### src/rtl/core/bads_pkg.sv
`default_nettype none

package bads_pkg;

  localparam int SAMPLE_W     = 32;
  localparam int CFG_SIZE_W   = 11;
  localparam int CFG_FACTOR_W = 5;
  localparam int APB_ADDR_W   = 4;
  localparam int APB_DATA_W   = 32;
  localparam int REG_IDX_W    = 2;

  localparam logic [CFG_SIZE_W-1:0]   RESET_IMAGE_WIDTH  = 11'd64;
  localparam logic [CFG_SIZE_W-1:0]   RESET_IMAGE_HEIGHT = 11'd64;
  localparam logic [CFG_FACTOR_W-1:0] RESET_FACTOR_X     = 5'd1;
  localparam logic [CFG_FACTOR_W-1:0] RESET_FACTOR_Y     = 5'd1;

  // register indexes (byte address = 4 * index)
  localparam logic [REG_IDX_W-1:0] REG_IMAGE_WIDTH  = 2'd0;
  localparam logic [REG_IDX_W-1:0] REG_IMAGE_HEIGHT = 2'd1;
  localparam logic [REG_IDX_W-1:0] REG_FACTOR_X     = 2'd2;
  localparam logic [REG_IDX_W-1:0] REG_FACTOR_Y     = 2'd3;

  // divider operand select
  localparam logic [1:0] DSEL_LIMX = 2'd0;
  localparam logic [1:0] DSEL_LIMY = 2'd1;
  localparam logic [1:0] DSEL_AVG  = 2'd2;

  typedef struct packed {
    logic [CFG_SIZE_W-1:0]   image_width;
    logic [CFG_SIZE_W-1:0]   image_height;
    logic [CFG_FACTOR_W-1:0] factor_x;
    logic [CFG_FACTOR_W-1:0] factor_y;
  } cfg_t;

  typedef struct packed {
    logic       accept;
    logic       step;
    logic       absval;
    logic       div_start;
    logic [1:0] div_sel;
    logic       cap_limx;
    logic       cap_limy;
    logic       load_out;
  } cmd_t;

  typedef struct packed {
    logic emit;
    logic div_done;
    logic out_free;
  } status_t;

endpackage

`default_nettype wire

### src/rtl/core/bads_regs.sv
`default_nettype none

module bads_regs (
  input  wire                           clk,
  input  wire                           rst,
  input  wire                           psel,
  input  wire                           penable,
  input  wire                           pwrite,
  input  wire  [bads_pkg::APB_ADDR_W-1:0] paddr,
  input  wire  [bads_pkg::APB_DATA_W-1:0] pwdata,
  output logic [bads_pkg::APB_DATA_W-1:0] prdata,
  output logic                          pready,
  output bads_pkg::cfg_t                cfg,
  output logic                          cfg_write
);
  import bads_pkg::*;

  logic [REG_IDX_W-1:0] idx;

  assign idx       = paddr[REG_IDX_W+1:2];
  assign pready    = 1'b1;
  assign cfg_write = psel && penable && pwrite;

  always_ff @(posedge clk) begin
    if (rst) begin
      cfg.image_width  <= RESET_IMAGE_WIDTH;
      cfg.image_height <= RESET_IMAGE_HEIGHT;
      cfg.factor_x     <= RESET_FACTOR_X;
      cfg.factor_y     <= RESET_FACTOR_Y;
    end else if (cfg_write) begin
      case (idx)
        REG_IMAGE_WIDTH:  cfg.image_width  <= pwdata[CFG_SIZE_W-1:0];
        REG_IMAGE_HEIGHT: cfg.image_height <= pwdata[CFG_SIZE_W-1:0];
        REG_FACTOR_X:     cfg.factor_x     <= pwdata[CFG_FACTOR_W-1:0];
        REG_FACTOR_Y:     cfg.factor_y     <= pwdata[CFG_FACTOR_W-1:0];
        default: ;
      endcase
    end
  end

  always_comb begin
    case (idx)
      REG_IMAGE_WIDTH:  prdata = APB_DATA_W'(cfg.image_width);
      REG_IMAGE_HEIGHT: prdata = APB_DATA_W'(cfg.image_height);
      REG_FACTOR_X:     prdata = APB_DATA_W'(cfg.factor_x);
      REG_FACTOR_Y:     prdata = APB_DATA_W'(cfg.factor_y);
      default:          prdata = '0;
    endcase
  end

endmodule

`default_nettype wire

### config.mk
export PLATFORM = sky130hd
export DESIGN_NAME = bads_regs
export DESIGN_NICKNAME = d
export VERILOG_FILES = /design/src/rtl/core/bads_pkg.sv /design/src/rtl/core/bads_regs.sv
export SDC_FILE = /design/constraint.sdc
export NUM_CORES = 1
export LEC_CHECK = 0
export CAP_MARGIN = 40
export CELL_PAD_IN_SITES_DETAIL_PLACEMENT = 1
export CELL_PAD_IN_SITES_GLOBAL_PLACEMENT = 2
export CORE_UTILIZATION = 37
export DETAILED_ROUTE_END_ITERATION = 12
export DONT_BUFFER_PORTS = 1
export PLACE_DENSITY = 0.82
export SLEW_MARGIN = 20
export SYNTH_ARGS = -nofsm -noshare
export SYNTH_HDL_FRONTEND = slang
export SYNTH_SLANG_ARGS = --single-unit
### constraint.sdc
create_clock -name clk -period 2.4 [get_ports clk]
set_input_delay 0.48 -clock clk [delete_from_list [all_inputs] [get_ports clk]]
set_output_delay 0.48 -clock clk [all_outputs]
set_load 0.005 [all_outputs]
==> metrics.cfg <==
[grt]
grt_pass1_wl_mm = 5.70
grt_pass1_vias = 1119
grt_usage_pct = 15.4
antenna_found_initial = 0
grt-ovfl-total = 0
grt_max_degree = 45

[synthesis]
synthXorXnorAreaFrac_pct = 0
ys_types = 16
synth_mux_area_share_pct = 29.8
synth-compound-area-share_pct = 0
synth_top_area_share_pct = 37.3
synthSimpleGateAreaFrac_pct = 19.3
syn_area_per_cell_um2 = 10.3
yosysTopAreaCell = dfxtp_1
synthAdderAreaFrac_pct = 0
ys_seq_area_share_pct = 37.3
synthTopCellsByArea = dfxtp_1 (37%), mux2i_1 (22%), nand2b_1 (14%)
synth_seq_cells = 32
syn-cell-area_mm2 = 0.00172
synth_top_family_by_area = multiplexers
yosysWarnings = 0
synthCells = 167

[pwr]
power.total_mw = 0.976
p_leak_nw = 0.799
power_density_mw_per_mm2 = 566
vdd_drop_max_uv = 274

[floorplanning]
die_width_um = 70.1
start_util_pct = 38.9
coreArea_mm2 = 0.00441
ios = 107
fp-row-count = 24
fp.dieH_um = 70.1
die_area_mm2 = 0.00492

[sta]
skew_ns = 0
setup_violations = 0
fin_ws_ns = 0.743
fin_hold_ws_ns = 0.388
rsz0062_at_grt = no
finalCritPeriodShare_pct = 69.0
finalSetupTns_ns = 0
finalHoldViolations = 0
fmaxAchievable_mhz = 603
drv_slew = 0
min_period_ns = 1.66

[route]
num_vias = 1085
drt_pass1_iterations = 4
ant_nets = 0
drc = 0
wl_per_cell_um = 17.1
avgViaCountPerCell = 5.05
drt_iter0_markers = 37
wl_mm = 3.68

[cells_and_area]
areaGrowthSynthToFinish_pct = 0.437
stdcell_count = 215
finalCoreUtilization_pct = 39.1
largest_reg_flops = 32
largest_register = cfg
antenna_cells = 0
n_fill_cell = 499
num-nets-final = 204
drive_above_1_share_pct = 5.52
fin_area_mm2 = 0.00173
reg_top3 = cfg (32)

[critical_path]
startpoint_type = register
crit_family = multiplexers
cp_slowest_cell = mux4_1
critPathKind = reg2out
end_kind = output pin
arrival_ns = 1.18
path_buf_inv = 0
critical_path.max_fanout = 3
cp_slowest_stage_delay_ns = 0.57
cp.required_ns = 1.92
crit_path_cell_trace = mux4_1

[clock_network]
cts_tree = done
post_cts_buffers = 0
max-clock-path-buffers = 2
h-tree-depth = 2
cts.sinks = 32
root_buffer = clkbuf_8
cts-buffers-inserted = 5
cts_resized = 0
holdBufCountCts = 0
clk_latency_ns = 0.27
path_clk_slew_ns = 0.06

[placed_design]
port-buffer-count = 0
dp_hpwl_mm = 2.65
place_ws_ns = 0.733
dp_cells = 208
dpl-instance-area_mm2 = 0.00165
gp_congestion = 0.672

[hold_path]
hold_path.class = in2reg

[flow_run]
max-cap-violations = 0

[run_status]
status = finished clean

-- layout make-up --
| type | count | area, um2 | area share, % |
|---|---|---|---|
| clock inverters | 1 | 5.00 | 0.290 |
| inverters | 1 | 3.75 | 0.218 |
| clock buffers | 6 | 72.6 | 4.21 |
| multi-input cells | 122 | 931 | 54.0 |
| well taps | 52 | 65.1 | 3.77 |
| flip-flops and latches | 32 | 641 | 37.1 |
| repair buffers | 1 | 7.51 | 0.435 |
-- power breakdown --
| part | switching (mW) | total [mW] | internal (mW) |
|---|---|---|---|
| combinational | 0.0268 | 0.0564 | 0.0296 |
| clock | 0.178 | 0.374 | 0.197 |
| sequential | 0.00687 | 0.545 | 0.538 |
| total | 0.211 | 0.976 | 0.764 |
-- cells in the mapped netlist --
| cell type | number |
|---|---|
| or3_4 | 1 |
| conb_1 | 2 |
| buf_6 | 2 |
| mux4_1 | 5 |
| nor3_1 | 1 |
| nand3b_1 | 2 |
| inv_1 | 1 |
| nand2b_1 | 38 |
| nand3_1 | 2 |
| mux2i_1 | 38 |
| nor3b_1 | 1 |
| buf_2 | 4 |
| clkbuf_1 | 4 |
| buf_4 | 22 |
| dfxtp_1 | 32 |
| nor2_1 | 12 |
-- worst paths after layout --
path | cells after the start | slack [ns] | start | to
hold / removal | 2 | 0.39 | pwdata[5] | cfg[26]
setup reg to reg | 2 | 1.73 | cfg[27] | cfg[27]
setup / recovery | 1 | 0.74 | cfg[9] | prdata[4]
hold reg to reg | 2 | 0.51 | cfg[10] | cfg[10]
-- cell families (layout without fill, tap and decap cells) --
family / count (synthesis) / after routing
simple gates: 57 / 57
mux: 43 / 43
buf+inv: 33 / 9
flops: 32 / 32
other cells: 2 / 22
-- per-layer routing --
metal / wire length [um] / global-route usage [%] / up-vias
met5: 0 / 0 / -
met4: 68 / 7.56 / 0
met3: 261 / 5.77 / 6
met2: 1880 / 25.9 / 56
met1: 1470 / 17.1 / 517
li1: - / - / 506
-- cells in the final DEF, fill, tap and decap left out, drive strengths merged --
master and count:
nor2 12, conb 22, nor3 1, nand2b 38, nand3 2, inv 1
buf 1, mux4 5, mux2i 38, clkinv 1, nand3b 2, clkbuf 6
or3 1, nor3b 1, dfxtp 32
(Power assumes the default switching activity.)
