[src/rtl/core/bads_pkg.sv]
`default_nettype none

package bads_pkg;

  localparam int SAMPLE_W     = 32;
  localparam int CFG_SIZE_W   = 11;
  localparam int CFG_FACTOR_W = 5;
  localparam int APB_ADDR_W   = 4;
  localparam int APB_DATA_W   = 32;
  localparam int REG_IDX_W    = 2;

  localparam logic [CFG_SIZE_W-1:0]   RESET_IMAGE_WIDTH  = 11'd64;
  localparam logic [CFG_SIZE_W-1:0]   RESET_IMAGE_HEIGHT = 11'd64;
  localparam logic [CFG_FACTOR_W-1:0] RESET_FACTOR_X     = 5'd1;
  localparam logic [CFG_FACTOR_W-1:0] RESET_FACTOR_Y     = 5'd1;

  // register indexes (byte address = 4 * index)
  localparam logic [REG_IDX_W-1:0] REG_IMAGE_WIDTH  = 2'd0;
  localparam logic [REG_IDX_W-1:0] REG_IMAGE_HEIGHT = 2'd1;
  localparam logic [REG_IDX_W-1:0] REG_FACTOR_X     = 2'd2;
  localparam logic [REG_IDX_W-1:0] REG_FACTOR_Y     = 2'd3;

  // divider operand select
  localparam logic [1:0] DSEL_LIMX = 2'd0;
  localparam logic [1:0] DSEL_LIMY = 2'd1;
  localparam logic [1:0] DSEL_AVG  = 2'd2;

  typedef struct packed {
    logic [CFG_SIZE_W-1:0]   image_width;
    logic [CFG_SIZE_W-1:0]   image_height;
    logic [CFG_FACTOR_W-1:0] factor_x;
    logic [CFG_FACTOR_W-1:0] factor_y;
  } cfg_t;

  typedef struct packed {
    logic       accept;
    logic       step;
    logic       absval;
    logic       div_start;
    logic [1:0] div_sel;
    logic       cap_limx;
    logic       cap_limy;
    logic       load_out;
  } cmd_t;

  typedef struct packed {
    logic emit;
    logic div_done;
    logic out_free;
  } status_t;

endpackage

`default_nettype wire

[src/rtl/core/bads_ctrl.sv]
`default_nettype none

module bads_ctrl (
  input  wire               clk,
  input  wire               rst,
  input  wire               cfg_write,
  input  wire               s_tvalid,
  output logic              s_tready,
  input  bads_pkg::status_t status,
  output bads_pkg::cmd_t    cmd
);
  import bads_pkg::*;

  localparam logic [3:0] S_IDLE      = 4'd0;
  localparam logic [3:0] S_LIMX      = 4'd1;
  localparam logic [3:0] S_LIMX_WAIT = 4'd2;
  localparam logic [3:0] S_LIMY      = 4'd3;
  localparam logic [3:0] S_LIMY_WAIT = 4'd4;
  localparam logic [3:0] S_STEP      = 4'd5;
  localparam logic [3:0] S_ABS       = 4'd6;
  localparam logic [3:0] S_DIV_GO    = 4'd7;
  localparam logic [3:0] S_DIV_WAIT  = 4'd8;
  localparam logic [3:0] S_OUT       = 4'd9;

  logic [3:0] state;
  logic [3:0] state_next;
  // block limits must be recomputed before the next sample
  logic       dirty;

  assign s_tready = (state == S_IDLE) && !dirty;

  always_comb begin
    state_next  = state;
    cmd         = '0;
    cmd.div_sel = DSEL_AVG;
    case (state)
      S_IDLE: begin
        if (dirty) begin
          state_next = S_LIMX;
        end else if (s_tvalid) begin
          cmd.accept = 1'b1;
          state_next = S_STEP;
        end
      end
      S_LIMX: begin
        cmd.div_start = 1'b1;
        cmd.div_sel   = DSEL_LIMX;
        state_next    = S_LIMX_WAIT;
      end
      S_LIMX_WAIT: begin
        if (status.div_done) begin
          cmd.cap_limx = 1'b1;
          state_next   = S_LIMY;
        end
      end
      S_LIMY: begin
        cmd.div_start = 1'b1;
        cmd.div_sel   = DSEL_LIMY;
        state_next    = S_LIMY_WAIT;
      end
      S_LIMY_WAIT: begin
        if (status.div_done) begin
          cmd.cap_limy = 1'b1;
          state_next   = S_IDLE;
        end
      end
      S_STEP: begin
        cmd.step   = 1'b1;
        state_next = status.emit ? S_ABS : S_IDLE;
      end
      S_ABS: begin
        cmd.absval = 1'b1;
        state_next = S_DIV_GO;
      end
      S_DIV_GO: begin
        cmd.div_start = 1'b1;
        state_next    = S_DIV_WAIT;
      end
      S_DIV_WAIT: begin
        if (status.div_done) state_next = S_OUT;
      end
      S_OUT: begin
        if (status.out_free) begin
          cmd.load_out = 1'b1;
          state_next   = S_IDLE;
        end
      end
      default: state_next = S_IDLE;
    endcase
  end

  always_ff @(posedge clk) begin
    if (rst) begin
      state <= S_IDLE;
      dirty <= 1'b1;
    end else begin
      state <= state_next;
      if (cfg_write) dirty <= 1'b1;
      else if (state == S_LIMX) dirty <= 1'b0;
    end
  end

endmodule

`default_nettype wire

[config.mk]
export PLATFORM = sky130hd
export DESIGN_NAME = bads_ctrl
export DESIGN_NICKNAME = d
export VERILOG_FILES = /design/src/rtl/core/bads_pkg.sv /design/src/rtl/core/bads_ctrl.sv
export SDC_FILE = /design/constraint.sdc
export NUM_CORES = 1
export LEC_CHECK = 0
export BUFFER_PORTS_ARGS = -buffer_cell sky130_fd_sc_hd__buf_2
export CELL_PAD_IN_SITES_DETAIL_PLACEMENT = 1
export CELL_PAD_IN_SITES_GLOBAL_PLACEMENT = 1
export CORE_AREA = 2 2 39 41
export CTS_CLUSTER_DIAMETER = 40
export DETAILED_ROUTE_END_ITERATION = 12
export DIE_AREA = 0 0 41 43
export PLACE_DENSITY = 0.85
export SLEW_MARGIN = 20
export SYNTH_ARGS = -nofsm -noshare
export SYNTH_HDL_FRONTEND = slang
export SYNTH_SLANG_ARGS = --single-unit
[constraint.sdc]
create_clock -name clk -period 3.8 [get_ports clk]
set_input_delay 0.38 -clock clk [delete_from_list [all_inputs] [get_ports clk]]
set_output_delay 0.38 -clock clk [all_outputs]
set_load 0.01 [all_outputs]
==> impl_metrics.env, run 1 <==
export IMPL_worstSetupEndpointType="output pin"
export IMPL_register_area_um2=100.1
export IMPL_worstPathArrival_ns=1.33
export IMPL_die_w_um=41
export IMPL_slowest_stage="dfxtp_1"
export IMPL_tns_ns=0
export IMPL_rsz0062_at_grt="false"
export IMPL_grt_pass1_wl_mm=1.766
export IMPL_leakage_nw=0.2426
export IMPL_hold_depth=2
export IMPL_final_util_pct=38.43
export IMPL_initial_utilization_pct=31.65
export IMPL_cts_max_level=1
export IMPL_syn_area_per_cell_um2=8.110
export IMPL_multiInputGateArea_um2=297.8
export IMPL_synth_edf_count=0
export IMPL_post_cts_buffers=0
export IMPL_startpoint="state[1]"
export IMPL_worstHoldStart="cfg_write"
export IMPL_peakVddDrop_v=0.0002969
export IMPL_ys_seq_area_share_pct=22.86
export IMPL_synth_seq_cells=5
export IMPL_fin_nets=78
export IMPL_status="finished, final reports clean"
export IMPL_die_h_um=43
export IMPL_cts_root_buf="clkbuf_4"
export IMPL_period_minus_slack_ns=1.709
export IMPL_firstDrtPassIters=4
export IMPL_finalWorstSetupSlack_ns=2.091
export IMPL_cts_buffer_depth=2
export IMPL_vias=432
export IMPL_clock_skew_ns=0.005634
export IMPL_core_area_um2=1384
export IMPL_synth_nets=61
export IMPL_whs_ns=0.3233
export IMPL_synthArstFlopShare_pct=0
export IMPL_fill_cells=181
export IMPL_hpwl_um=890.3
export IMPL_relSlewSlack_pct=74.85
export IMPL_insertion_delay_ns=0.24
export IMPL_reg2reg_depth=4
export IMPL_port_buffers=16
export IMPL_drcViolationCount=0
export IMPL_min_period_over_period_pct=44.97
export IMPL_pre_cts_slack_ns=2.338
export IMPL_reg2reg_to="state[3]"
export IMPL_cts_sinks=5
export IMPL_drive_gt1_share_pct=37.14
export IMPL_path_cells="and2b_2 > and3_1 > buf_2"
export IMPL_pwr_density_cell_nw_per_um2=508.0
export IMPL_hold_viol=0
export IMPL_grt_max_degree=12
export IMPL_r2r_slack_ns=2.40
export IMPL_gp_congestion=0.7319
export IMPL_clk_pin_slew_ns=0.05
export IMPL_synth_cell_area_um2=437.9
export IMPL_postRouteAntennaNets=0
export IMPL_antenna_found_initial=0
export IMPL_cap_violations=0
export IMPL_routed_wl_mm=1.116
export IMPL_hold_buffers=0
export IMPL_criticalPathCategory="reg2out"
export IMPL_rr_startpoint="state[1]"
export IMPL_endpoint="cmd[0]"
export IMPL_start_kind="flip-flop"
export IMPL_rows=14
export IMPL_ys_warn_count=0
export IMPL_min_path_type="in2reg"
export IMPL_critical_path_max_stage_delay_ns=0.50
export IMPL_setup_violations=0
export IMPL_grt_pass1_vias=419
export IMPL_path_max_fanout=10
export IMPL_drt_wirelength_per_cell_um=12.98
export IMPL_fmax_ghz=0.5852
export IMPL_vias_per_cell=5.023
export IMPL_syn2layout_area_growth_pct=21.43
export IMPL_drv_slew=0
export IMPL_ys_types=28
export IMPL_postSynthCellCount=54
export IMPL_worstPathRequired_ns=3.42
export IMPL_detail_route_iter0_violations=8
export IMPL_grt_usage_pct=14.17
export IMPL_ctsResizeCount=0
export IMPL_grt_ovfl_total=0
export IMPL_ios=17
export IMPL_cts_tree="yes"
export IMPL_worstMarginPinSlew_ns=0.3678
export IMPL_die_area_um2=1763
export IMPL_antenna_cells=0
export IMPL_cts_made_buffers=3
export IMPL_yosys_most_used_dff="dfxtp_1"
## state kept, by name (all words and copies together) (netlist names)
register / flops
state: 4
dirty: 1
## how the worst min path moves through the flow
| stage | to |
|---|---|
| finish | dirty |
| global route | dirty |
| CTS | dirty |
| detailed placement | dirty |
| global placement | dirty |
| floorplan | dirty |
## final cells by class
type,instances,share of cell area [%]
Clock buffer,4,4.941
Inverter,2,1.412
Multi-Input combinational cell,43,56.00
Sequential cell,5,18.82
Tap cell,16,3.765
Timing Repair Buffer,16,15.06
## metrics by stage
stage | std cells | area (µm²) | power, W
CTS | 86 | 531.8 | 0.0002743
detailed placement | 82 | 505.5 | 0.0002121
global placement | 82 | 505.5 | 0.0002066
global route | 86 | 531.8 | 0.0002932
finish | 86 | 531.8 | 0.0002701
floorplan | 54 | 437.9 | 0.0001831
## placed cells by master, fill, tap and decap left out, types with 3 or more instances in the layout
| cell | n |
|---|---|
| buf_2 | 16 |
| dfxtp_1 | 5 |
| nor3b_1 | 3 |
| nor2b_1 | 4 |
| nor2_1 | 5 |
| nand2_1 | 5 |
| clkbuf_4 | 3 |
| o21ai_0 | 3 |
## worst max-delay path, delay by kind of cell, from the launching register on
kind	cells	cell delay [ns]
and+or+nand+nor	2	0.46
DFF	1	0.50
buffers and inverters	1	0.13
## cells by family after synthesis
group | after synthesis | share of synthesized area, %
compound gates | 13 | 26.29
buf+inv | 6 | 9.143
flops | 5 | 22.86
mux | 1 | 2.286
simple gates | 29 | 39.43
## metal layers
layer	routed length (µm)	track usage (%)	part of all wire [%]
met2	517	21.88	46
met4	0	2.667	0
met3	37	3.665	3.3
met5	0	0	0
met1	561	19.35	50
## synth_stat cells, drive strengths merged (2+ instances only)
library cell / count / share of area [%]
or2b: 2 / 3.4
and3: 3 / 4.9
a211o: 2 / 4.0
inv: 2 / 1.7
nor3: 2 / 3.4
o211ai: 2 / 4.6
nor2: 5 / 4.3
a21oi: 2 / 2.3
nor2b: 4 / 5.7
dfxtp: 5 / 23
nor3b: 3 / 5.1
and2b: 2 / 3.7
buf: 4 / 7.4
nand2: 5 / 4.3
o21ai: 3 / 3.4
## power by group
group | switching (W) | internal [W]
registers | 0.0000257 | 0.0000641
logic | 0.0000629 | 0.0000569
clock network | 0.0000209 | 0.0000396
Note: power is estimated with default switching activity, not from simulation.
==> run 2: changes to the inputs <==
--- a/config.mk
+++ b/config.mk
@@ -8,11 +8,11 @@
 export BUFFER_PORTS_ARGS = -buffer_cell sky130_fd_sc_hd__buf_2
 export CELL_PAD_IN_SITES_DETAIL_PLACEMENT = 1
 export CELL_PAD_IN_SITES_GLOBAL_PLACEMENT = 1
-export CORE_AREA = 2 2 39 41
+export CORE_MARGIN = 2
+export CORE_UTILIZATION = 32
 export CTS_CLUSTER_DIAMETER = 40
 export DETAILED_ROUTE_END_ITERATION = 12
-export DIE_AREA = 0 0 41 43
-export PLACE_DENSITY = 0.85
+export PLACE_DENSITY = 0.84
 export SLEW_MARGIN = 20
 export SYNTH_ARGS = -nofsm -noshare
 export SYNTH_HDL_FRONTEND = slang
==> constraint.sdc (replaced) <==
create_clock -name clk -period 1.65 [get_ports clk]
set_input_delay 0.165 -clock clk [delete_from_list [all_inputs] [get_ports clk]]
set_output_delay 0.165 -clock clk [all_outputs]
set_load 0.01 [all_outputs]
==> impl_metrics.env, run 2 (synthesis gave the netlist of run 1 again) <==
export IMPL_status="finished, final reports clean"
export IMPL_die_area_um2=1681
export IMPL_fmax_ghz=0.6465
export IMPL_cts_sinks=5
export IMPL_syn2layout_area_growth_pct=21.14
export IMPL_path_cells="and2b_2 > nor3b_1 > buf_2"
export IMPL_hpwl_um=901.3
export IMPL_drv_slew=0
export IMPL_rsz0062_at_grt="false"
export IMPL_leakage_nw=0.2426
export IMPL_cts_tree="yes"
export IMPL_initial_utilization_pct=34.08
export IMPL_clock_skew_ns=0.002468
export IMPL_gp_congestion=0.7774
export IMPL_routed_wl_mm=1.117
export IMPL_worstPathArrival_ns=1.38
export IMPL_setup_violations=0
export IMPL_start_kind="flip-flop"
export IMPL_hold_viol=0
export IMPL_largest_register="state"
export IMPL_reg_top3="state: 4 flops, dirty: 1 flops"
export IMPL_dp_cells=81
export IMPL_die_w_um=41.00
export IMPL_grt_pass1_wl_mm=1.566
export IMPL_firstDrtPassIters=2
export IMPL_worstPathRequired_ns=1.48
export IMPL_pwr_density_cell_nw_per_um2=1171
export IMPL_tns_ns=0
export IMPL_fin_cells=85
export IMPL_grt_pass1_vias=351
export IMPL_hold_buffers=0
export IMPL_cts_root_buf="clkbuf_4"
export IMPL_grt_usage_pct=14.85
export IMPL_ios=17
export IMPL_postRouteAntennaNets=0
export IMPL_multiInputGateArea_um2=297.8
export IMPL_criticalPathCategory="reg2out"
export IMPL_grt_ovfl_total=0
export IMPL_core_area_um2=1285
export IMPL_path_max_fanout=10
export IMPL_final_common_cell="buf_2"
export IMPL_detail_route_iter0_violations=1
export IMPL_worstSetupEndpointType="output pin"
export IMPL_rows=13
export IMPL_min_path_type="in2reg"
export IMPL_port_buffers=16
export IMPL_insertion_delay_ns=0.23
export IMPL_register_area_um2=100.1
export IMPL_ctsResizeCount=0
export IMPL_fill_cells=181
export IMPL_cts_max_level=1
export IMPL_vias_per_cell=4.906
export IMPL_worstMarginPinSlew_ns=0.4474
export IMPL_cts_buffer_depth=2
export IMPL_drive_gt1_share_pct=37.14
export IMPL_drt_wirelength_per_cell_um=13.14
export IMPL_largest_register_ffs=4
export IMPL_cts_made_buffers=3
export IMPL_post_cts_buffers=0
export IMPL_period_minus_slack_ns=1.547
export IMPL_grt_max_degree=12
export IMPL_antenna_found_initial=0
export IMPL_final_cell_mix="buf_2 (16), nor2_1 (5), nand2_1 (5), dfxtp_1 (5), nor2b_1 (4)"
export IMPL_critical_path_max_stage_delay_ns=0.52
export IMPL_drcViolationCount=0
export IMPL_antenna_cells=0
export IMPL_vias=417
export IMPL_slowest_stage="dfxtp_1"
export IMPL_min_period_over_period_pct=93.75
export IMPL_relSlewSlack_pct=69.41
export IMPL_clk_pin_slew_ns=0.04
export IMPL_peakVddDrop_v=0.0005045
export IMPL_die_h_um=41.00
export IMPL_cap_violations=0
export IMPL_fin_nets=78
run 2: cell counts in the layout (fill, tap and decap cells not counted):
Identical to the previous run, type by type.
run 2: worst paths after layout:
path / from / endpoint / slack (ns) / depth (start not counted)
max: state[0] / cmd[7] / 0.10 / 3
min: cfg_write / dirty / 0.13 / 2
max reg2reg: state[1] / state[0] / 0.21 / 4
min reg2reg: dirty / dirty / 0.51 / 1
run 2: final cells by class:
cell class | count | share of cell area (%)
well taps | 15 | 3.538
inverters | 2 | 1.415
flip-flops and latches | 5 | 18.87
clock buffers | 4 | 4.953
multi-input cells | 43 | 56.13
repair buffers | 16 | 15.09
run 2: report_power, final:
part	internal, W	switching (W)	leakage (nW)
Combinational	0.000131	0.000145	0.187
Sequential	0.000148	0.0000624	0.0410
Clock	0.0000910	0.0000441	0.0150
run 2: routing by layer:
metal / track usage [%] / vias up / wire, µm
met3: 3.261 / 2 / 37
met4: 10.83 / 0 / 24
met2: 18.75 / 10 / 496
li1: - / 221 / -
met5: 0 / - / 0
met1: 21.31 / 184 / 559
run 2: stage by stage:
stage / setup slack [ns] / cell area (µm²) / utilization, % / hold WS [ns] / power, W
6_report: 0.1032 / 530.5 / 41.29 / 0.1271 / 0.0006212
4_1_cts: 0.1192 / 530.5 / 41.29 / 0.1179 / 0.0006303
5_1_grt: 0.03477 / 530.5 / 41.29 / 0.1259 / 0.0006769
3_3_place_gp: 0.2011 / 504.2 / 39.24 / 0.3576 / 0.0004815
3_5_place_dp: 0.2315 / 504.2 / 39.24 / 0.3632 / 0.0004899
2_1_floorplan: 0.4441 / 437.9 / - / 0.2527 / 0.0004216
run 2: worst max-delay path, delay by kind of cell (launching register included):
family | cells | cell delay (ns)
buffers and inverters | 1 | 0.17
DFF | 1 | 0.52
and+or+nand+nor | 2 | 0.47
